### src/mep_pkg.sv
package mep_pkg;

	localparam int FRAC_BITS = 24;
	localparam int FIX_W = 32;
	localparam int WIDE_W = 40;
	localparam int DIV_STEPS = 32;
	localparam int DIV_CNT_W = $clog2(DIV_STEPS);
	localparam int QUEUE_DEPTH = 2;
	localparam int QUEUE_PTR_W = $clog2(QUEUE_DEPTH);
	localparam int CFG_IDX_W = 2;
	localparam int CFG_DATA_W = 8;
	localparam int LIMIT_W = 6;
	localparam int WIDTH_W = 6;
	localparam int HEIGHT_W = 7;
	localparam int COORD_W = 6;
	localparam int ITER_W = 6;
	localparam int ADDR_W = 9;
	localparam int BYTE_W = 8;

	localparam logic [LIMIT_W-1:0] LIMIT_RESET = 6'd49;
	localparam logic [WIDTH_W-1:0] WIDTH_RESET = 6'd48;
	localparam logic [HEIGHT_W-1:0] HEIGHT_RESET = 7'd64;

	// |z|^2 bound of 4.0 in Q8.24, one bit wider than the squared terms
	localparam logic signed [WIDE_W:0] ESC_BOUND = 41'sd67108864;

	typedef logic signed [FIX_W-1:0] fix_t;
	typedef logic signed [WIDE_W-1:0] wide_t;

	typedef enum logic [CFG_IDX_W-1:0] {
		REG_ITER_LIMIT   = 2'd0,
		REG_IMAGE_WIDTH  = 2'd1,
		REG_IMAGE_HEIGHT = 2'd2
	} cfg_reg_t;

	typedef enum logic [1:0] {
		F_IDLE,
		F_RE,
		F_IM,
		F_PUSH
	} front_state_t;

	typedef enum logic [2:0] {
		B_CLEAR,
		B_IDLE,
		B_MUL,
		B_ADD,
		B_READ,
		B_WRITE
	} back_state_t;

	typedef struct packed {
		logic                start;
		logic                neg;
		logic [HEIGHT_W-1:0] mag;
		logic [HEIGHT_W-1:0] divisor;
	} div_req_t;

	typedef struct packed {
		logic done;
		fix_t quot;
	} div_rsp_t;

	typedef struct packed {
		fix_t               c_re;
		fix_t               c_im;
		logic [COORD_W-1:0] row;
		logic [COORD_W-1:0] col;
	} job_t;

	// (2*pos - span) split into sign and magnitude; span below 2 is used as 2
	function automatic div_req_t axis_req(input logic [COORD_W-1:0] pos,
	                                      input logic [HEIGHT_W-1:0] span);
		logic [HEIGHT_W-1:0] s;
		logic signed [HEIGHT_W:0] diff;
		div_req_t r;
		s = (span < 7'd2) ? 7'd2 : span;
		diff = $signed({1'b0, pos, 1'b0}) - $signed({1'b0, s});
		r.start = 1'b0;
		r.neg = diff[HEIGHT_W];
		r.mag = diff[HEIGHT_W] ? HEIGHT_W'(-diff) : diff[HEIGHT_W-1:0];
		r.divisor = s;
		return r;
	endfunction

endpackage

### src/mep_queue.sv
module mep_queue (
	input  logic           clk,
	input  logic           arst_n,
	input  logic           push_valid,
	output logic           push_ready,
	input  mep_pkg::job_t  push_data,
	output logic           pop_valid,
	input  logic           pop_ready,
	output mep_pkg::job_t  pop_data
);
	import mep_pkg::*;

	localparam int CNT_W = $clog2(QUEUE_DEPTH + 1);

	job_t                   slot_q [QUEUE_DEPTH];
	logic [QUEUE_PTR_W-1:0] wr_ptr_q;
	logic [QUEUE_PTR_W-1:0] rd_ptr_q;
	logic [CNT_W-1:0]       cnt_q;

	logic do_push;
	logic do_pop;

	assign push_ready = cnt_q != CNT_W'(QUEUE_DEPTH);
	assign pop_valid = cnt_q != '0;
	assign do_push = push_valid && push_ready;
	assign do_pop = pop_valid && pop_ready;
	assign pop_data = slot_q[rd_ptr_q];

	always_ff @(posedge clk or negedge arst_n) begin
		if (!arst_n) begin
			wr_ptr_q <= '0;
			rd_ptr_q <= '0;
			cnt_q <= '0;
		end else begin
			if (do_push) begin
				wr_ptr_q <= (wr_ptr_q == QUEUE_PTR_W'(QUEUE_DEPTH - 1)) ? '0 : wr_ptr_q + 1'b1;
			end
			if (do_pop) begin
				rd_ptr_q <= (rd_ptr_q == QUEUE_PTR_W'(QUEUE_DEPTH - 1)) ? '0 : rd_ptr_q + 1'b1;
			end
			if (do_push && !do_pop) begin
				cnt_q <= cnt_q + 1'b1;
			end else if (do_pop && !do_push) begin
				cnt_q <= cnt_q - 1'b1;
			end
		end
	end

	always_ff @(posedge clk) begin
		if (do_push) begin
			slot_q[wr_ptr_q] <= push_data;
		end
	end

endmodule

### config.mk
export PLATFORM = sky130hd
export DESIGN_NAME = mep_queue
export DESIGN_NICKNAME = d
export VERILOG_FILES = /design/src/mep_pkg.sv /design/src/mep_queue.sv
export SDC_FILE = /design/constraint.sdc
export NUM_CORES = 1
export LEC_CHECK = 0
export BUFFER_PORTS_ARGS = -buffer_cell sky130_fd_sc_hd__buf_2
export CORE_ASPECT_RATIO = 0.6
export CORE_MARGIN = 1
export CORE_UTILIZATION = 25
export CTS_CLUSTER_DIAMETER = 80
export DETAILED_ROUTE_END_ITERATION = 10
export PLACE_DENSITY = 0.53
export SYNTH_ARGS = -nofsm -noshare
export SYNTH_HDL_FRONTEND = slang
export SYNTH_SLANG_ARGS = --single-unit
### constraint.sdc
create_clock -name clk -period 6.8 [get_ports clk]
set_input_delay 0.68 -clock clk [delete_from_list [all_inputs] [get_ports clk]]
set_output_delay 0.68 -clock clk [all_outputs]
set_load 0.1 [all_outputs]
==> results.py, run 1 <==
metrics = {
    "finish": {
        "nets": 506,
        "n_antenna_cell": 0,
        "syn2layout_area_growth_pct": 30.0,
        "post-route-util": 0.337,
        "drive_gt1_frac": 0.614,
    },
    "placement": {
        "hpwl_microns": 7350,
        "port-buffer-count": 157,
        "gp_congestion": 0.724,
        "dp_slack_ns": 3.90,
    },
    "yosys": {
        "synth_top_cell_area_share": 0.785,
        "yosysSeqAreaShare": 0.802,
        "async_reset_ff_frac": 0.0256,
        "synthFlopType": "edfxtp_1",
        "synth_area_per_cell_sq_um": 22.8,
        "syn_area_sq_mm": 0.00581,
        "synth-warning-count": 0,
        "synthTopCellsByArea": "edfxtp_1, mux2_2, mux2_4, dfrtp_1, buf_8",
        "ys_ff_latch": 156,
        "synth.largest_area_cell": "edfxtp_1",
        "ys_types": 16,
        "syn_inst": 255,
        "yosys.cell_count.top_type": "edfxtp_1",
        "synth_commonest_cells": "edfxtp_1, mux2_2, mux2_4",
        "mappedNetlistNets": 336,
        "synth_enable_flop_cells": 152,
    },
    "cts": {
        "clkLatencyLatePin_ns": 0.42,
        "numClockSinks": 156,
        "cts_resized": 0,
        "holdBufCountCts": 0,
        "cts.path.max_buffers": 2,
        "cts_tree": "done",
        "clk_pin_slew_worst_paths_ns": 0.06,
        "post-cts-setup-buffers": 0,
        "cts_inserted_buffers": 17,
        "cts-root-buf": "clkbuf_16",
        "cts.htree.levels": 4,
    },
    "hold_path": {
        "hold_path_class": "in2async",
    },
    "timing": {
        "tightestPinTransition_ns": 1.07,
        "fmax_mhz": 302,
        "period_share": 0.486,
        "final_hold_viol_count": 0,
        "clock_skew_ns": 0.00624,
        "rsz0062_at_grt": "no",
        "setup-tns-final_ns": 0,
        "drv_slew": 0,
        "relSlewSlack": 0.287,
        "worst_hold_slack_ns": 0.0533,
        "final.setup.worst_slack_ns": 3.49,
        "min_period_ns": 3.31,
        "setup_violations": 0,
    },
    "floorplanning": {
        "core.rowCount": 42,
        "core_area_sq_mm": 0.0224,
        "die-area_sq_mm": 0.0239,
        "start_util": 0.259,
        "die_y_microns": 120,
        "die_x_microns": 199,
        "ios": 158,
    },
    "setup_path": {
        "reg2reg_to": "slot_q[1][23]",
        "cp_data_arrival_time_ns": 2.63,
        "startpoint_type": "flop",
        "worstPathMaxFanout": 41,
        "setup.worst_path.end_class": "primary output",
        "rrSetupSlack_ns": 4.70,
        "r2r_start": "cnt_q[0]",
        "reg2reg_depth": 3,
        "crit_type": "reg2out",
        "required_ns": 6.12,
    },
    "detailed_routing": {
        "num_vias": 2907,
        "viasPerCell": 3.90,
        "drt-initial-drc-count": 73,
        "dr.pass1.iters": 4,
        "drc_errors": 0,
        "wirelength_microns": 11300,
        "antenna_left": 0,
        "wl_per_cell_microns": 15.2,
    },
    "global_routing": {
        "grt_pass1_wl_microns": 17100,
        "antenna_found_initial": 2,
        "grt_max_degree": 77,
        "grt.total_usage": 0.100,
        "grt_pass1_vias": 3026,
        "grt.overflow.total": 0,
    },
    "run": {
        "cap_viol_max_count": 0,
    },
    "run_status": {
        "outcome": "complete, no violations",
    },
}
[critical path, stage by stage, from the launching register on]
cell	delay (ns)
dfrtp_4	0.76
buf_4	0.67
mux2_2	0.28
buf_2	0.42
[worst max-delay path by stage]
| stage | startpoint | endpoint | slack, ns |
|---|---|---|---|
| after global placement | rd_ptr_q | pop_data[52] | 3.94 |
| final | rd_ptr_q | pop_data[52] | 3.49 |
| after CTS | rd_ptr_q | pop_data[52] | 3.42 |
| after global routing | rd_ptr_q | pop_data[52] | 3.33 |
| after floorplan | cnt_q[0] | slot_q[0][0] | 1.63 |
| after detailed placement | rd_ptr_q | pop_data[52] | 3.90 |
[per-stage QoR]
stage                     cell area [sq um]  cells
after floorplan                        5810    255
after CTS                              7560    746
after global placement                 6940    714
after detailed placement               6940    714
final                                  7560    746
after global routing                   7560    746
[cells in the final DEF (no fill, tap or decap), drive strengths merged]
cell type  synthesis  layout
and3               1       1
buf                9     160
bufinv             0       4
clkbuf             0      17
clkinv             0       6
clkinvlp           0       2
dfrtp              4       4
edfxtp           152     152
ha                 1       1
inv                1       4
mux2              76      76
nand2              2       2
nand2b             1       1
nor2               2       2
or2                1       1
xnor2              3       3
xor2               2       2
[flip-flops by register name, indices dropped and copies added (netlist names)]
signal,cells
cnt_q,2
rd_ptr_q,1
slot_q,152
wr_ptr_q,1
[layout make-up]
type	instances	area [sq um]
clock buffer	17	425
clock inverter	15	195
fill	2187	14900
inverter	1	3.75
multi-input combinational	89	1070
sequential	156	4670
tap	308	385
timing repair buffer	160	808
[per-layer routing]
| metal | GRT usage | routed length, microns |
|---|---|---|
| met5 | 0 | 23 |
| met4 | 0.0447 | 169 |
| met3 | 0.0520 | 1110 |
| met2 | 0.137 | 4730 |
| met1 | 0.130 | 5310 |
[kinds of logic (layout without fill, tap and decap cells)]
kind of cell / after synthesis / in the layout / synth area share
multiplexers: 76 / 76 / 0.167
adder cells (fa/ha/maj): 1 / 1 / 0.00215
flip-flops: 156 / 156 / 0.802
XOR/XNOR: 5 / 5 / 0.00753
AND/OR/NAND/NOR: 7 / 7 / 0.00581
buffers and inverters: 10 / 193 / 0.0157
Power of run 1 is left out: the tool's default activity adds up to more than one toggle a clock period on the data nets, which glitch-free logic cannot reach.
==> inputs of run 2 (changes only) <==
- clock period: 6.8 -> 3.1 ns (I/O delays scaled with it)
==> run 2 against run 1 <==
Utilization decreased by 0.17 points. Critical path type unchanged. Clock skew is 0.0016 ns lower. Sequential share of layout area up 0.32 points. Non-clock buffer count is 2 higher. Via count shrank 0.45%. Die area unchanged. Wire length shrank 0.43%. Worst hold slack better by 0.028 ns. Worst setup slack worse by 3.0 ns.
==> results.py, run 2 (synthesis results as in run 1) <==
metrics = {
    "cts": {
        "cts-root-buf": "clkbuf_16",
        "cts.htree.levels": 4,
        "post-cts-setup-buffers": 0,
        "cts_inserted_buffers": 17,
        "cts.path.max_buffers": 2,
        "cts_resized": 0,
        "cts_tree": "done",
        "clkLatencyLatePin_ns": 0.42,
        "numClockSinks": 156,
        "clk_pin_slew_worst_paths_ns": 0.06,
        "holdBufCountCts": 1,
    },
    "finish": {
        "final_common_cell": "buf_2",
        "drive_gt1_frac": 0.614,
        "reg_top3": "slot_q: 152 flops, cnt_q: 2 flops",
        "syn2layout_area_growth_pct": 29.3,
        "largest_register": "slot_q",
        "largest_reg_flops": 152,
        "nets": 508,
        "layout_common_cells": "buf_2, edfxtp_1, mux2_2",
    },
    "timing": {
        "setup_violations": 0,
        "rsz0062_at_grt": "no",
        "final.setup.worst_slack_ns": 0.527,
        "fmax_mhz": 389,
        "clock_skew_ns": 0.00463,
        "relSlewSlack": 0.623,
        "setup-tns-final_ns": 0,
        "min_period_ns": 2.57,
        "tightestPinTransition_ns": 0.566,
        "drv_slew": 0,
        "final_hold_viol_count": 0,
        "period_share": 0.830,
    },
    "detailed_routing": {
        "wl_per_cell_microns": 15.1,
        "antenna_left": 0,
        "wl_met3_microns": 725,
        "routed.top_layer": "met4",
        "met2WireLength_microns": 5240,
        "wirelength_microns": 11300,
        "drc_errors": 0,
        "num_vias": 2894,
        "drt-initial-drc-count": 63,
        "drt-met1-wl_microns": 5200,
        "viasPerCell": 3.86,
        "dr.pass1.iters": 4,
    },
    "floorplanning": {
        "core_area_sq_mm": 0.0224,
        "die_y_microns": 120,
        "die_x_microns": 199,
        "core.rowCount": 42,
        "ios": 158,
        "die-area_sq_mm": 0.0239,
        "start_util": 0.259,
    },
    "global_routing": {
        "grt.total_usage": 0.0985,
        "grt_pass1_wl_microns": 17000,
        "antenna_found_initial": 1,
        "grt_pass1_vias": 3192,
        "grt_max_degree": 77,
        "grt.overflow.total": 0,
    },
    "placement": {
        "dp_slack_ns": 0.917,
        "port-buffer-count": 157,
        "hpwl_microns": 7340,
        "gp_congestion": 0.719,
    },
    "setup_path": {
        "cp_data_arrival_time_ns": 2.26,
        "startpoint_type": "flop",
        "worstPathMaxFanout": 32,
        "crit_type": "reg2out",
        "rrSetupSlack_ns": 1.26,
        "setup.worst_path.end_class": "primary output",
        "required_ns": 2.79,
    },
    "run": {
        "cap_viol_max_count": 0,
    },
    "run_status": {
        "outcome": "complete, no violations",
    },
    "hold_path": {
        "hold_path_class": "in2reg",
    },
}
==> run 2: layer usage <==
| metal | global-route usage | vias up |
|---|---|---|
| li1 | - | 1352 |
| met1 | 0.124 | 1446 |
| met2 | 0.148 | 86 |
| met3 | 0.0430 | 10 |
| met4 | 0.0375 | 0 |
| met5 | 0 | - |
==> run 2: final timing paths <==
kind                                    start       endpoint  depth (start not counted)
worst max-delay path                 rd_ptr_q   pop_data[55]                          3
worst min-delay path            push_data[61]  slot_q[0][61]                          1
worst max register to register       cnt_q[0]  slot_q[1][24]                          3
worst min register to register       cnt_q[1]       cnt_q[1]                          1
max in group asynchronous              arst_n       rd_ptr_q                          2
min in group asynchronous              arst_n       wr_ptr_q                          2
==> run 2: area by class of cell <==
cell class                 instances  area (sq um)
timing repair buffer             162           863
inverter                           1          3.75
antenna                            1          2.50
tap                              308           385
sequential                       156          4670
clock inverter                    11          73.8
fill                            2192         14900
clock buffer                      21           450
multi-input combinational         89          1070
==> run 2: critical path: stages, from the launching register on <==
cell,delay [ns]
dfrtp_4,0.79
buf_4,0.38
mux2_2,0.36
buf_2,0.29
==> run 2: per-stage QoR <==
step	hold slack (ns)	cell area (sq um)	util	instances
global route	0.0470	7520	0.335	748
finish	0.0810	7520	0.335	749
floorplan	0.0144	5820	-	255
detailed placement	0.127	6980	0.311	715
global placement	0.124	6980	0.311	715
CTS	0.0488	7520	0.335	748
Power of run 2 is left out for the same reason.
