**src/mep_pkg.sv**
```systemverilog
package mep_pkg;

	localparam int FRAC_BITS = 24;
	localparam int FIX_W = 32;
	localparam int WIDE_W = 40;
	localparam int DIV_STEPS = 32;
	localparam int DIV_CNT_W = $clog2(DIV_STEPS);
	localparam int QUEUE_DEPTH = 2;
	localparam int QUEUE_PTR_W = $clog2(QUEUE_DEPTH);
	localparam int CFG_IDX_W = 2;
	localparam int CFG_DATA_W = 8;
	localparam int LIMIT_W = 6;
	localparam int WIDTH_W = 6;
	localparam int HEIGHT_W = 7;
	localparam int COORD_W = 6;
	localparam int ITER_W = 6;
	localparam int ADDR_W = 9;
	localparam int BYTE_W = 8;

	localparam logic [LIMIT_W-1:0] LIMIT_RESET = 6'd49;
	localparam logic [WIDTH_W-1:0] WIDTH_RESET = 6'd48;
	localparam logic [HEIGHT_W-1:0] HEIGHT_RESET = 7'd64;

	// |z|^2 bound of 4.0 in Q8.24, one bit wider than the squared terms
	localparam logic signed [WIDE_W:0] ESC_BOUND = 41'sd67108864;

	typedef logic signed [FIX_W-1:0] fix_t;
	typedef logic signed [WIDE_W-1:0] wide_t;

	typedef enum logic [CFG_IDX_W-1:0] {
		REG_ITER_LIMIT   = 2'd0,
		REG_IMAGE_WIDTH  = 2'd1,
		REG_IMAGE_HEIGHT = 2'd2
	} cfg_reg_t;

	typedef enum logic [1:0] {
		F_IDLE,
		F_RE,
		F_IM,
		F_PUSH
	} front_state_t;

	typedef enum logic [2:0] {
		B_CLEAR,
		B_IDLE,
		B_MUL,
		B_ADD,
		B_READ,
		B_WRITE
	} back_state_t;

	typedef struct packed {
		logic                start;
		logic                neg;
		logic [HEIGHT_W-1:0] mag;
		logic [HEIGHT_W-1:0] divisor;
	} div_req_t;

	typedef struct packed {
		logic done;
		fix_t quot;
	} div_rsp_t;

	typedef struct packed {
		fix_t               c_re;
		fix_t               c_im;
		logic [COORD_W-1:0] row;
		logic [COORD_W-1:0] col;
	} job_t;

	// (2*pos - span) split into sign and magnitude; span below 2 is used as 2
	function automatic div_req_t axis_req(input logic [COORD_W-1:0] pos,
	                                      input logic [HEIGHT_W-1:0] span);
		logic [HEIGHT_W-1:0] s;
		logic signed [HEIGHT_W:0] diff;
		div_req_t r;
		s = (span < 7'd2) ? 7'd2 : span;
		diff = $signed({1'b0, pos, 1'b0}) - $signed({1'b0, s});
		r.start = 1'b0;
		r.neg = diff[HEIGHT_W];
		r.mag = diff[HEIGHT_W] ? HEIGHT_W'(-diff) : diff[HEIGHT_W-1:0];
		r.divisor = s;
		return r;
	endfunction

endpackage

```
**src/mep_pix_if.sv**
```systemverilog
interface mep_pix_if;
	import mep_pkg::*;

	logic               valid;
	logic               ready;
	logic [COORD_W-1:0] pixel_row;
	logic [COORD_W-1:0] pixel_col;

	modport source (output valid, pixel_row, pixel_col, input ready);
	modport sink (input valid, pixel_row, pixel_col, output ready);

endinterface

```
**src/mep_div.sv**
```systemverilog
module mep_div (
	input  logic               clk,
	input  logic               arst_n,
	input  mep_pkg::div_req_t  req,
	output mep_pkg::div_rsp_t  rsp
);
	import mep_pkg::*;

	logic                 busy_q;
	logic                 done_q;
	logic [DIV_CNT_W-1:0] cnt_q;
	logic [HEIGHT_W-1:0]  rem_q;
	logic [HEIGHT_W-1:0]  dvs_q;
	logic [FIX_W-1:0]     quo_q;
	logic                 neg_q;

	logic [HEIGHT_W:0]    trial;
	logic                 fits;
	logic [HEIGHT_W-1:0]  rem_nx;

	// restoring division, one quotient bit per cycle
	assign trial = {rem_q, quo_q[FIX_W-1]};
	assign fits = trial >= {1'b0, dvs_q};
	assign rem_nx = fits ? HEIGHT_W'(trial - {1'b0, dvs_q}) : trial[HEIGHT_W-1:0];

	always_ff @(posedge clk or negedge arst_n) begin
		if (!arst_n) begin
			busy_q <= 1'b0;
			done_q <= 1'b0;
			cnt_q <= '0;
		end else begin
			done_q <= 1'b0;
			if (req.start) begin
				busy_q <= 1'b1;
				cnt_q <= '0;
			end else if (busy_q) begin
				cnt_q <= cnt_q + 1'b1;
				if (cnt_q == DIV_CNT_W'(DIV_STEPS - 1)) begin
					busy_q <= 1'b0;
					done_q <= 1'b1;
				end
			end
		end
	end

	always_ff @(posedge clk) begin
		if (req.start) begin
			rem_q <= '0;
			dvs_q <= req.divisor;
			neg_q <= req.neg;
			quo_q <= {req.mag, {(FIX_W - HEIGHT_W){1'b0}}};
		end else if (busy_q) begin
			rem_q <= rem_nx;
			quo_q <= {quo_q[FIX_W-2:0], fits};
		end
	end

	assign rsp.done = done_q;
	assign rsp.quot = neg_q ? fix_t'(-quo_q) : fix_t'(quo_q);

endmodule

```
**src/mep_front.sv**
```systemverilog
module mep_front (
	input  logic                           clk,
	input  logic                           arst_n,
	mep_pix_if.sink                        pix,
	input  logic                           clr_busy,
	input  logic [mep_pkg::WIDTH_W-1:0]    image_width,
	input  logic [mep_pkg::HEIGHT_W-1:0]   image_height,
	output logic                           push_valid,
	input  logic                           push_ready,
	output mep_pkg::job_t                  push_data
);
	import mep_pkg::*;

	front_state_t       state_q;
	front_state_t       state_nx;
	logic [COORD_W-1:0] row_q;
	logic [COORD_W-1:0] col_q;
	fix_t               c_re_q;
	fix_t               c_im_q;

	logic     take;
	div_req_t req;
	div_rsp_t rsp;

	mep_div u_div (
		.clk    (clk),
		.arst_n (arst_n),
		.req    (req),
		.rsp    (rsp)
	);

	always_comb begin
		state_nx = state_q;
		unique case (state_q)
			F_IDLE: if (take) state_nx = F_RE;
			F_RE:   if (rsp.done) state_nx = F_IM;
			F_IM:   if (rsp.done) state_nx = F_PUSH;
			F_PUSH: if (push_ready) state_nx = F_IDLE;
			default: state_nx = F_IDLE;
		endcase
	end

	always_comb begin
		pix.ready = (state_q == F_IDLE) && !clr_busy;
		take = pix.valid && pix.ready;
		push_valid = (state_q == F_PUSH);
		if (state_q == F_IDLE) begin
			req = axis_req(pix.pixel_col, {1'b0, image_width});
			req.start = take;
		end else begin
			req = axis_req(row_q, image_height);
			req.start = (state_q == F_RE) && rsp.done;
		end
	end

	always_ff @(posedge clk or negedge arst_n) begin
		if (!arst_n) begin
			state_q <= F_IDLE;
		end else begin
			state_q <= state_nx;
		end
	end

	always_ff @(posedge clk) begin
		if (take) begin
			row_q <= pix.pixel_row;
			col_q <= pix.pixel_col;
		end
		if (state_q == F_RE && rsp.done) begin
			c_re_q <= rsp.quot;
		end
		if (state_q == F_IM && rsp.done) begin
			c_im_q <= rsp.quot;
		end
	end

	assign push_data.c_re = c_re_q;
	assign push_data.c_im = c_im_q;
	assign push_data.row = row_q;
	assign push_data.col = col_q;

endmodule

```
**src/flat_wrapper.sv**
```systemverilog
// flat-port wrapper written by rule: the top's interface ports become plain ports
module mep_front_flat import mep_pkg::*;
  (clk, arst_n, clr_busy, image_width, image_height, push_valid, push_ready, push_data, pix_valid, pix_pixel_row, pix_pixel_col, pix_ready);
  mep_pix_if pix_i ();
  input  logic clk;
  input  logic arst_n;
  input  logic clr_busy;
  input  logic [mep_pkg::WIDTH_W-1:0] image_width;
  input  logic [mep_pkg::HEIGHT_W-1:0] image_height;
  output logic push_valid;
  input  logic push_ready;
  output mep_pkg::job_t push_data;
  input wire logic [$bits(pix_i.valid)-1:0] pix_valid;
  input wire logic [$bits(pix_i.pixel_row)-1:0] pix_pixel_row;
  input wire logic [$bits(pix_i.pixel_col)-1:0] pix_pixel_col;
  output wire logic [$bits(pix_i.ready)-1:0] pix_ready;
  assign pix_i.valid = pix_valid;
  assign pix_i.pixel_row = pix_pixel_row;
  assign pix_i.pixel_col = pix_pixel_col;
  assign pix_ready = pix_i.ready;
  mep_front u_core (.clk(clk), .arst_n(arst_n), .pix(pix_i), .clr_busy(clr_busy), .image_width(image_width), .image_height(image_height), .push_valid(push_valid), .push_ready(push_ready), .push_data(push_data));
endmodule
```
**config.mk**
```make
export PLATFORM = sky130hd
export DESIGN_NAME = mep_front_flat
export DESIGN_NICKNAME = d
export VERILOG_FILES = /design/src/mep_pkg.sv /design/src/mep_pix_if.sv /design/src/mep_div.sv /design/src/mep_front.sv /design/src/flat_wrapper.sv
export SDC_FILE = /design/constraint.sdc
export NUM_CORES = 1
export LEC_CHECK = 0
export BUFFER_PORTS_ARGS = -buffer_cell sky130_fd_sc_hd__buf_2
export CAP_MARGIN = 20
export CORE_ASPECT_RATIO = 0.75
export CORE_UTILIZATION = 55
export DETAILED_ROUTE_END_ITERATION = 8
export PLACE_DENSITY = 0.78
export SLEW_MARGIN = 20
export SYNTH_ARGS = -nofsm -noshare
export SYNTH_HDL_FRONTEND = slang
export SYNTH_SLANG_ARGS = --single-unit
export TNS_END_PERCENT = 5
```
**constraint.sdc**
```tcl
create_clock -name clk -period 3.35 [get_ports clk]
set_input_delay 0.1675 -clock clk [delete_from_list [all_inputs] [get_ports clk]]
set_output_delay 0.1675 -clock clk [all_outputs]
set_load 0.02 [all_outputs]
```
==> impl_metrics.ini <==
[run_status]
outcome = complete, no violations

[timing]
slew_viol_final = 0
final-setup-viol-count = 0
worstMarginPinSlew_ns = 1.076
final.min_clock_period_ns = 2.983
hold_viol = 0
fin_setup_tns_ns = 0
max_freq_mhz = 335.3
fin_worst_skew_ns = 0.01058
whs_ns = 0.04180
finalCritPeriodShare_pct = 89.03
grt_setup_unrepaired = false
maxSlewHeadroom_pct = 28.25

[run]
drv_cap = 0

[route]
routedWlPerCell_um = 15.97
drt_iter0_markers = 311
wl_um = 13670
vias_per_cell = 5.532
final_antenna_net_count = 0
drt-pass1-iter-count = 5
num_vias = 4735
drc_errors = 0

[power_and_ir_drop]
power_mw = 6.693
power.density_nw_per_um2 = 838.7
ir_drop_uv = 510.9
p_leak_nw = 3.406

[floorplanning]
core_um2 = 11190
ios = 108
core.rowCount = 33
die_area_um2 = 12180
start_util_pct = 57.70
die_h_um = 95.83
die_x_um = 127.1

[yosys]
async_flop_share_pct = 6.818
synthMuxAreaShare_pct = 5.620
netlist_top_cells_area = edfxtp_1 42%, dfxtp_1 9.9%, mux2i_1 5.3%, ha_1 5.0%, xnor2_1 5.0%
synthXorXnorAreaFrac_pct = 7.054
synthAdderAreaFrac_pct = 5.659
netlist_area_um2 = 6456
postSynthAreaPerCell_um2 = 11.61
yosysTopAreaCellShare_pct = 42.33
synth_cell_types = 62
synthesis.nets = 614
synth_ff_type = edfxtp_1
postSynthCellCount = 556
synth-compound-area-share_pct = 10.93
ys_seq_elements = 132
synth_edf_count = 91
seq_area_frac_synth_pct = 55.74
synth_simple_gate_area_share_pct = 11.63
synth_top_family_by_area = simple AND/OR/NAND/NOR gates
synth_warnings = 0
synth.largest_area_cell = edfxtp_1

[hold_path]
hold_depth = 1
worstHoldStart = pix_pixel_col[5]
min_path_type = in -> reg
hold_end = u_core.col_q[5]

[clock_tree]
h-tree-depth = 4
numClockSinks = 132
post_cts_buffers = 0
worstSkewPairLatency_ns = 0.42
clk_path_buf_depth = 2
numCtsBuffers = 17
path_clk_slew_ns = 0.06
cts_tree = yes
root_buffer = clkbuf_16

[placement]
place_congestion = 0.9244
portBuffers = 107
place_hpwl_um = 9529

[cells_and_area]
syn_to_final_growth_pct = 23.60
final_common_cell = buf_2
drive_above_1_share_pct = 23.32
layout.nets = 744
antenna_cells = 0
final_cell_mix = 107 x buf_2, 91 x edfxtp_1, 58 x nor2_1, 38 x inv_1, 37 x xnor2_1
fill_cells = 792

[setup_path]
cp_max_fo = 6
worst_ep_required_time_ns = 3.70
rr_endpoint = u_core.u_div.rem_q[0]
timing.rr.start = u_core.u_div.quo_q[31]
ff2ff_path_depth = 11
cpPeakStageDelay_ns = 0.58
endpoint_kind = flip-flop
start_kind = flip-flop
r2r_slack_ns = 0.37
path_cells = inv_1 > ha_1 > fa_1 > nor2b_1 > o21ai_0 > a21boi_0 > o21ai_0 > a21boi_0 > nor2_1 > mux2_2 > a21oi_1
worst_ep_arrival_time_ns = 3.33
crit_slowest_cell = nor2_1
crit_type = reg -> reg

[global_route]
grt_util_all_layers_pct = 24.10
first_global_vias = 4509
antenna_found_initial = 0
grt_max_degree = 36
grt_first_pass_wirelength_um = 22110
grt.overflow.total = 0
logic make-up (layout without fill, tap and decap cells):
| kind of cell | after synthesis | in the layout |
|---|---|---|
| DFF | 132 | 132 |
| xor gates and xnor gates | 52 | 52 |
| buffers and inverters | 56 | 199 |
| and+or+nand+nor | 147 | 147 |
| muxes | 36 | 36 |
| adders and majority gates | 28 | 28 |
| AOI/OAI and AO/OA | 105 | 105 |
per-stage QoR:
stage	area, µm²	utilization, %	worst slack, ns	cells
after floorplan	6456	-	0.1830	556
after global placement	7189	64.25	0.2034	812
after detailed placement	7189	64.25	0.1084	812
after CTS	7980	71.32	0.3844	856
after global routing	7980	71.32	0.06269	856
final	7980	71.32	0.3673	856
how the worst max path moves through the flow:
stage	startpoint	end	slack, ns	depth (start not counted)
after global placement	image_width[5]	u_core.u_div.quo_q[29]	0.20	11
after detailed placement	image_width[5]	u_core.u_div.quo_q[30]	0.11	13
final	u_core.u_div.quo_q[31]	u_core.u_div.rem_q[0]	0.37	11
after floorplan	u_core.state_q[0]	u_core.u_div.dvs_q[0]	0.18	10
after CTS	u_core.u_div.quo_q[31]	u_core.u_div.rem_q[0]	0.38	11
after global routing	u_core.u_div.quo_q[31]	u_core.u_div.rem_q[0]	0.06	11
cells in the mapped netlist, types with 4 or more instances:
master    count
a21oi_1      17
o31ai_1       6
nand2_1      29
nor3_1        6
and2_1        5
ha_1         26
o21ai_0      32
buf_1         4
mux2i_1      34
or3_1         5
nor2b_1       6
and3_1        4
xnor2_1      37
nand3_1       6
dfrtp_1       9
dfxtp_1      32
xor2_1       15
nand2b_1      5
nor2_1       58
a31oi_1       4
clkbuf_1     13
inv_1        38
a21boi_0      4
edfxtp_1     91
sequential cells by signal (all words and copies together) (netlist names), 2 cells and up:
| register | cells |
|---|---|
| u_core.row_q | 6 |
| u_core.u_div.rem_q | 7 |
| u_core.state_q | 2 |
| u_core.u_div.cnt_q | 5 |
| u_core.col_q | 6 |
| u_core.c_re_q | 32 |
| u_core.c_im_q | 32 |
| u_core.u_div.quo_q | 32 |
| u_core.u_div.dvs_q | 7 |
what timing repair did:
item                      4_1_cts  5_1_grt
hold endpoints to repair       20        0
hold buffers                   12        0
gates resized for setup         0        0
worst max-delay path, delay by kind of cell, from the launching register on:
kind	cells	cell delay [ns]
mux	1	0.41
flops	1	0.44
simple gates	2	0.64
compound gates	5	0.89
fa+ha+maj	2	0.42
buf+inv	1	0.11
final cells by class:
| type | count | area (µm²) | area share [%] |
|---|---|---|---|
| tap | 157 | 196.4 | 2.462 |
| sequential | 132 | 3600 | 45.11 |
| clock buffer | 19 | 442.9 | 5.550 |
| clock inverter | 13 | 227.7 | 2.854 |
| timing repair buffer | 129 | 730.7 | 9.156 |
| inverter | 38 | 142.6 | 1.787 |
| multi-input combinational | 368 | 2640 | 33.08 |
per-layer routing:
layer	up-vias	global-route usage (%)	part of all wire [%]
met1	2246	32.29	47
met5	-	0	0
li1	2285	-	-
met3	23	6.337	6.5
met2	181	37.41	45
met4	0	10.52	1.8
report_power, final:
part / switching (mW) / total, mW / leakage (nW) / internal (mW)
combinational: 1.05 / 1.93 / 1.87 / 0.880
clock: 0.686 / 2.10 / 0.325 / 1.41
sequential: 0.442 / 2.66 / 1.21 / 2.22
total: 2.18 / 6.69 / 3.41 / 4.51
Note: power is estimated with default switching activity, not from simulation.
